File: src/sv/r48bw_pkg.sv
// Package for the rand48 byte whitener with reseed.
// Holds the operation codes, sequencer states, LCG and hash constants.
// No dependencies.
package r48bw_pkg;

  localparam int unsigned SeedW = 48;
  localparam int unsigned WordW = 64;
  localparam int unsigned HalfW = 32;
  localparam int unsigned CrankW = 5;
  localparam int unsigned LoopW = 6;   // crank_count + 3, up to 34

  localparam logic [63:0] LcgMul = 64'h0000_0005_DEEC_E66D;
  localparam logic [47:0] LcgAdd = 48'h0000_0000_000B;
  localparam logic [63:0] HMul   = 64'hC6A4_A793_5BD1_E995;
  localparam int unsigned HShift = 47;

  localparam logic [15:0] BaseC0 = 16'h330E;
  localparam logic [15:0] BaseC1 = 16'hABCD;
  localparam logic [15:0] BaseC2 = 16'h1234;

  localparam logic [LoopW-1:0] CrankExtra = LoopW'(3);

  typedef enum logic [1:0] {
    OpBase   = 2'd0,
    OpReseed = 2'd1,
    OpData   = 2'd2,
    OpNone   = 2'd3
  } op_e;

  typedef enum logic [3:0] {
    StIdle = 4'b0001,
    StMul  = 4'b0010,
    StPost = 4'b0100,
    StDone = 4'b1000
  } state_e;

  // Murmur2 style finalizer, evaluated at elaboration only.
  function automatic logic [63:0] hmix_c(input logic [63:0] v);
    logic [63:0] t;
    t = v * HMul;
    t = t ^ (t >> HShift);
    return t * HMul;
  endfunction

  // Hash state after folding in the length word of an 8-byte key.
  localparam logic [63:0] HashInit = hmix_c(64'd8) * HMul;

endpackage

File: src/sv/rand48_byte_whitener_with_reseed_unit.sv
// Top level of the rand48 byte whitener with Murmur2 style reseed.
// Uses r48bw_pkg for constants, opcodes and sequencer states.
//
// Channel  | dir | fields (lowest bit first)
// ---------+-----+--------------------------------------------------------------
// s_axis   | in  | tdata: entropy_value[63:0], crank_count[68:64],
//          |     |        data_in[76:69], zero[79:77]; tuser: operation; tlast: last_byte
// m_axis   | out | tdata: out_byte[7:0]; tuser: byte_valid
//
// Multiplier: every product runs through one shared 32x32 multiplier as three
// partial products (low*low, low*high, high*low; the high*high term falls
// outside 2^64). A data byte takes one product, a reseed two, a base mix
// crank_count+3 and an undefined operation none. s_axis_tready is high only
// while the sequencer is idle. Reset clears both seeds and the control state.
// A result waiting on m_axis does not block the next transfer in; only a second
// finished result stalls in the done state until the output register frees.
module rand48_byte_whitener_with_reseed_unit (
  input  logic        clk_i,
  input  logic        rst_ni,
  input  logic        s_axis_tvalid,
  output logic        s_axis_tready,
  // entropy_value[63:0], crank_count[68:64], data_in[76:69], zero pad[79:77]
  input  logic [79:0] s_axis_tdata,
  // operation[1:0]
  input  logic [1:0]  s_axis_tuser,
  input  logic        s_axis_tlast,
  output logic        m_axis_tvalid,
  input  logic        m_axis_tready,
  // out_byte[7:0]
  output logic [7:0]  m_axis_tdata,
  // byte_valid[0]
  output logic [0:0]  m_axis_tuser
);
  import r48bw_pkg::*;

  state_e            state_q, state_d;
  op_e               op_q, op_d;
  logic [SeedW-1:0]  commit_q, commit_d;
  logic [SeedW-1:0]  work_q, work_d;
  logic [WordW-1:0]  opa_q, opa_d;
  logic [WordW-1:0]  acc_q, acc_d;
  logic [1:0]        part_q, part_d;
  logic [LoopW-1:0]  loop_q, loop_d;
  logic              hstage_q, hstage_d;
  logic [7:0]        din_q, din_d;
  logic              last_q, last_d;
  logic [7:0]        res_byte_q, res_byte_d;
  logic              res_vld_q, res_vld_d;
  logic              out_vld_q, out_vld_d;
  logic [7:0]        out_byte_q, out_byte_d;
  logic              out_flag_q, out_flag_d;

  logic              in_xfer;
  logic              out_free;
  logic [63:0]       in_ev;
  logic [CrankW-1:0] in_crank;
  logic [SeedW-1:0]  base_mix;
  logic [HalfW-1:0]  mul_a, mul_b;
  logic [WordW-1:0]  mul_p;
  logic [WordW-1:0]  mul_const;
  logic [SeedW-1:0]  lcg_x;
  logic [WordW-1:0]  hash_h;
  logic [SeedW-1:0]  hash_x;
  logic              finish;
  logic [7:0]        fin_byte;
  logic              fin_vld;

  assign s_axis_tready = (state_q == StIdle);
  assign in_xfer       = s_axis_tvalid && s_axis_tready;
  assign out_free      = !out_vld_q || m_axis_tready;

  assign in_ev    = s_axis_tdata[63:0];
  assign in_crank = s_axis_tdata[68:64];

  // Base mix: add each entropy slice, XORed with its constant, into its seed word.
  // No carry passes between words.
  assign base_mix[15:0]  = commit_q[15:0]  + (BaseC0 ^ in_ev[15:0]);
  assign base_mix[31:16] = commit_q[31:16] + (BaseC1 ^ in_ev[31:16]);
  assign base_mix[47:32] = commit_q[47:32] + (BaseC2 ^ in_ev[47:32]);

  // Shared multiplier: one 32x32 partial product per cycle.
  assign mul_const = (op_q == OpReseed) ? HMul : LcgMul;
  assign mul_a     = (part_q == 2'd2) ? opa_q[63:32] : opa_q[31:0];
  assign mul_b     = (part_q == 2'd1) ? mul_const[63:32] : mul_const[31:0];
  assign mul_p     = mul_a * mul_b;

  assign lcg_x  = acc_q[SeedW-1:0] + LcgAdd;
  assign hash_h = HashInit ^ acc_q;
  assign hash_x = hash_h[SeedW-1:0] ^ {32'd0, hash_h[63:48]};

  always_comb begin
    state_d    = state_q;
    op_d       = op_q;
    commit_d   = commit_q;
    work_d     = work_q;
    opa_d      = opa_q;
    acc_d      = acc_q;
    part_d     = part_q;
    loop_d     = loop_q;
    hstage_d   = hstage_q;
    din_d      = din_q;
    last_d     = last_q;
    res_byte_d = res_byte_q;
    res_vld_d  = res_vld_q;
    finish     = 1'b0;
    fin_byte   = 8'd0;
    fin_vld    = 1'b0;

    unique case (state_q)
      StIdle: begin
        if (in_xfer) begin
          op_d       = op_e'(s_axis_tuser);
          din_d      = s_axis_tdata[76:69];
          last_d     = s_axis_tlast;
          part_d     = 2'd0;
          hstage_d   = 1'b0;
          res_byte_d = 8'd0;
          res_vld_d  = 1'b0;
          loop_d     = LoopW'(in_crank) + CrankExtra;
          unique case (op_e'(s_axis_tuser))
            OpBase: begin
              opa_d   = {16'd0, base_mix};
              state_d = StMul;
            end
            OpReseed: begin
              opa_d   = in_ev;
              state_d = StMul;
            end
            OpData: begin
              opa_d   = {16'd0, work_q};
              state_d = StMul;
            end
            OpNone: begin
              state_d = StDone;
            end
          endcase
        end
      end

      StMul: begin
        // Accumulate the product mod 2^64, one partial product a cycle.
        if (part_q == 2'd0) begin
          acc_d = mul_p;
        end else begin
          acc_d = {acc_q[63:32] + mul_p[31:0], acc_q[31:0]};
        end
        if (part_q == 2'd2) begin
          part_d  = 2'd0;
          state_d = StPost;
        end else begin
          part_d = part_q + 2'd1;
        end
      end

      StPost: begin
        unique case (op_q)
          OpBase: begin
            if (loop_q == LoopW'(1)) begin
              commit_d = lcg_x;
              finish   = 1'b1;
            end else begin
              // Advance the LCG once more.
              opa_d   = {16'd0, lcg_x};
              loop_d  = loop_q - LoopW'(1);
              state_d = StMul;
            end
          end
          OpReseed: begin
            if (!hstage_q) begin
              // Fold the high bits down, then multiply again.
              opa_d    = acc_q ^ (acc_q >> HShift);
              hstage_d = 1'b1;
              state_d  = StMul;
            end else begin
              commit_d = commit_q ^ hash_x;
              work_d   = commit_q ^ hash_x;
              finish   = 1'b1;
            end
          end
          OpData: begin
            work_d   = lcg_x;
            fin_byte = din_q ^ lcg_x[30:23];
            fin_vld  = 1'b1;
            if (last_q) begin
              commit_d[31:0] = lcg_x[31:0];
            end
            finish   = 1'b1;
          end
          OpNone: begin
            finish = 1'b1;
          end
        endcase
        if (finish) begin
          res_byte_d = fin_byte;
          res_vld_d  = fin_vld;
          state_d    = out_free ? StIdle : StDone;
        end
      end

      StDone: begin
        // Hold the result until the output register frees.
        if (out_free) begin
          state_d = StIdle;
        end
      end

      default: begin
        state_d = StIdle;
      end
    endcase
  end

  // Output register: load on finish or from the done state, drop on transfer out.
  always_comb begin
    out_vld_d  = out_vld_q;
    out_byte_d = out_byte_q;
    out_flag_d = out_flag_q;
    if (out_vld_q && m_axis_tready) begin
      out_vld_d = 1'b0;
    end
    if (finish && out_free) begin
      out_vld_d  = 1'b1;
      out_byte_d = fin_byte;
      out_flag_d = fin_vld;
    end else if (state_q == StDone && out_free) begin
      out_vld_d  = 1'b1;
      out_byte_d = res_byte_q;
      out_flag_d = res_vld_q;
    end
  end

  always_ff @(posedge clk_i or negedge rst_ni) begin
    if (!rst_ni) begin
      state_q   <= StIdle;
      commit_q  <= '0;
      work_q    <= '0;
      out_vld_q <= 1'b0;
      part_q    <= 2'd0;
      hstage_q  <= 1'b0;
      loop_q    <= '0;
      op_q      <= OpNone;
    end else begin
      state_q   <= state_d;
      commit_q  <= commit_d;
      work_q    <= work_d;
      out_vld_q <= out_vld_d;
      part_q    <= part_d;
      hstage_q  <= hstage_d;
      loop_q    <= loop_d;
      op_q      <= op_d;
    end
  end

  always_ff @(posedge clk_i) begin
    opa_q      <= opa_d;
    acc_q      <= acc_d;
    din_q      <= din_d;
    last_q     <= last_d;
    res_byte_q <= res_byte_d;
    res_vld_q  <= res_vld_d;
    out_byte_q <= out_byte_d;
    out_flag_q <= out_flag_d;
  end

  assign m_axis_tvalid   = out_vld_q;
  assign m_axis_tdata    = out_byte_q;
  assign m_axis_tuser[0] = out_flag_q;

endmodule
File: config.mk
export PLATFORM = sky130hd
export DESIGN_NAME = rand48_byte_whitener_with_reseed_unit
export DESIGN_NICKNAME = d
export VERILOG_FILES = /design/src/sv/r48bw_pkg.sv /design/src/sv/rand48_byte_whitener_with_reseed_unit.sv
export SDC_FILE = /design/constraint.sdc
export NUM_CORES = 2
export LEC_CHECK = 0
export ABC_CLOCK_PERIOD_IN_PS = 15400
export BUFFER_PORTS_ARGS = -buffer_cell sky130_fd_sc_hd__buf_2
export CAP_MARGIN = 30
export CORE_ASPECT_RATIO = 0.7
export CORE_UTILIZATION = 40
export DETAILED_ROUTE_END_ITERATION = 10
export GPL_ROUTABILITY_DRIVEN = 0
export GPL_TIMING_DRIVEN = 0
export PLACE_DENSITY_LB_ADDON = 0.3
export SYNTH_ARGS = -nofsm -noshare
export SYNTH_HDL_FRONTEND = slang
export SYNTH_SLANG_ARGS = --single-unit
File: constraint.sdc
create_clock -name clk_i -period 15.4 [get_ports clk_i]
set_clock_uncertainty 0.1 [all_clocks]
set_input_delay 3.08 -clock clk_i [delete_from_list [all_inputs] [get_ports clk_i]]
set_output_delay 3.08 -clock clk_i [all_outputs]
set_load 0.02 [all_outputs]
==> out/metrics.yaml <==
outcome:
  status: "complete, no violations"
clocking:
  clk_pin_slew_ns: 0.07
  clock_path_buffers: 3
  cts_made_buffers: 27
  hold_buffers: 0
  cts.repair.resized: 0
  postCtsSetupRepairBufs: 0
  numClockSinks: 267
  clkLatencyLatePin_ns: 0.61
  clockRootBuffer: "clkbuf_16"
  cts_tree: "done"
  h-tree-depth: 1
synth:
  synth_nets: 6401
  syn_area_um2: 47100
  synth-edff-count: 155
  ys_seq_area_share_pct: 15.8
  yosysTopAreaCell: "fa_1"
  yosys-top-cells-count: "inv_1, fa_1, ha_1"
  async_flop_share_pct: 41.9
  synth_cells: 5074
  synth_top_cell_area_share_pct: 33.6
  yosys_warnings: 0
  yosys_register_bits: 267
  synth_area_leaders: "fa_1, ha_1, edfxtp_1"
  avgSynthCellArea_um2: 9.29
  synth_flop_cell: "edfxtp_1"
  yosysUniqueCellTypes: 84
  yosysMostFrequentCell: "inv_1"
timing:
  min_period_over_period_pct: 96.4
  worst_slew_pin_slew_ns: 1.25
  finalMaxSlewViolations: 0
  rsz0062_at_grt: "no"
  fmax_ghz: 0.0674
  hold_viol: 0
  setup_viol: 0
  setup_slack_ns: 0.554
  final.min_clock_period_ns: 14.85
  slew_headroom_pct: 17.0
  tns_ns: 0
global_routing:
  met2_usage_pct: 36.9
  grt_usage_pct: 29.2
  grt_start_max_net_pins: 60
  grt_util_met3_pct: 13.8
  antenna_found_initial: 7
  grt_util_met1_pct: 44.5
  grt_pass1_vias: 36900
  grt_pass1_wl_um: 251000
  grt_overflow: 0
  grt_busiest_layer: "met1"
cells_and_area:
  stdcell_count: 6795
  final_net_count: 6557
  area_growth_pct: 7.76
  final_util_pct: 43.8
  layout-drive-gt1-share_pct: 4.95
critical_path:
  path_common_cell: "fa_1"
  slowest_delay_ns: 0.81
  start_kind: "register"
  crit_fanout: 11
  slowest_stage: "clkbuf_1"
  rrSetupSlack_ns: 0.55
  critical_path_class: "reg -> reg"
  crit_required_ns: 15.64
  cp.arrival_ns: 15.09
  r2r_end: "acc_q[62]"
  end_kind: "register"
  reg2regPathDepth: 36
  r2r_start: "op_q[1]"
floorplanning:
  die_w_um: 412
  ios: 98
  dieArea_um2: 119000
  start_util_pct: 40.7
  rows: 104
  coreArea_um2: 116000
  die_height_um: 289
drt:
  drcViolationCount: 0
  via_count: 38600
  drt_wl_total_um: 173000
  dr.pass1.iters: 7
  drt-wirelength-per-cell_um: 25.5
  drtAntennaViolNets: 0
  via_per_inst: 5.68
  drt_iter0_markers: 5167
placement:
  dp_hpwl_um: 151000
  preCtsSetupSlack_ns: 0.910
  dp_cells: 6727
  port_buffers: 94
worst_hold_path:
  min_from: "work_q[4]"
  worst_hold_path.num_cells: 2
  hold_path.class: "reg -> reg"
  holdPathEnd: "work_q[4]"
run:
  drv_cap: 0
final cells by class:
cell class,instances,area [µm²]
well taps,1537,1920
inverters,1162,4360
clock inverters,15,151
clock buffers,34,722
multi-input cells,3463,34600
repair buffers,127,815
diodes,8,20.0
fillers,11200,65200
flip-flops and latches,267,7460
plain buffers,182,714
per-layer routing:
layer / wire length, µm / vias up
met1: 75900 / 19300
met5: 229 / -
met3: 30300 / 220
met4: 3360 / 4
met2: 63600 / 2527
li1: - / 16500
worst max-delay path: cells and delay by family, from the launching register on:
kind | cells | cell delay (ns)
compound gates | 7 | 1.98
xor+xnor | 1 | 0.39
fa+ha+maj | 11 | 5.05
buf+inv | 11 | 4.78
flops | 1 | 0.52
simple gates | 6 | 1.73
cells by family (layout without fill, tap and decap cells):
| kind of cell | count (synthesis) | in the layout | synth area share (%) |
|---|---|---|---|
| fa+ha+maj | 1240 | 1240 | 45.5 |
| simple gates | 1032 | 1032 | 10.1 |
| flops | 267 | 267 | 15.8 |
| xor+xnor | 274 | 274 | 5.09 |
| buf+inv | 1344 | 1520 | 10.7 |
| mux | 47 | 47 | 1.04 |
| compound gates | 870 | 870 | 11.7 |
| other cells | 0 | 8 | 0 |
flip-flops by register name, summed over array words and instances, names as in the netlist, 4 cells and up:
name and cells:
m_axis_tdata 8, state_q 4, opa_q 64, commit_q 48, acc_q 64, din_q 8
loop_q 6, work_q 48, res_byte_q 8
stage by stage:
stage / instance area [µm²] / hold slack [ns]
after floorplan: 47100 / 0.350
after global placement: 49500 / 0.363
after detailed placement: 49800 / 0.371
after CTS: 50700 / 0.387
after global routing: 50800 / 0.406
final: 50800 / 0.390
cell usage in the layout (no fill, tap or decap), types with 16 or more instances in the layout:
cell type / netlist / final
a211oi_1: 27 / 27
a21o_1: 65 / 65
a21oi_1: 246 / 246
a221oi_1: 16 / 16
a22o_1: 16 / 16
a22oi_1: 21 / 21
a31oi_1: 44 / 44
and2_1: 31 / 31
and3_1: 18 / 18
buf_1: 30 / 29
buf_2: 10 / 103
buf_4: 2 / 25
clkbuf_1: 140 / 143
clkbuf_16: 0 / 27
dfrtp_1: 109 / 109
edfxtp_1: 155 / 155
fa_1: 791 / 791
ha_1: 449 / 449
inv_1: 1151 / 1150
mux2_2: 17 / 17
mux2i_1: 30 / 30
nand2_1: 353 / 353
nand2b_1: 70 / 70
nand3_1: 69 / 69
nand4_1: 23 / 23
nor2_1: 309 / 308
nor2b_1: 35 / 35
nor3_1: 46 / 46
o21a_1: 17 / 17
o21ai_0: 232 / 232
o21bai_1: 19 / 19
o22ai_1: 20 / 20
o31ai_1: 23 / 23
or2_2: 23 / 23
xnor2_1: 176 / 176
xor2_1: 98 / 98
how the worst max path moves through the flow:
stage / startpoint / cells past startpoint / end / slack (ns)
finish: op_q[1] / 36 / acc_q[62] / 0.55
detailed placement: op_q[1] / 39 / acc_q[63] / 0.91
global route: op_q[1] / 36 / acc_q[62] / 0.28
CTS: op_q[1] / 39 / acc_q[63] / 0.84
floorplan: op_q[1] / 40 / acc_q[62] / 4.82
global placement: op_q[1] / 39 / acc_q[63] / 0.30
Power is not shown: default switching activity piles up to over one toggle a cycle in this logic, so the estimate is an artifact.
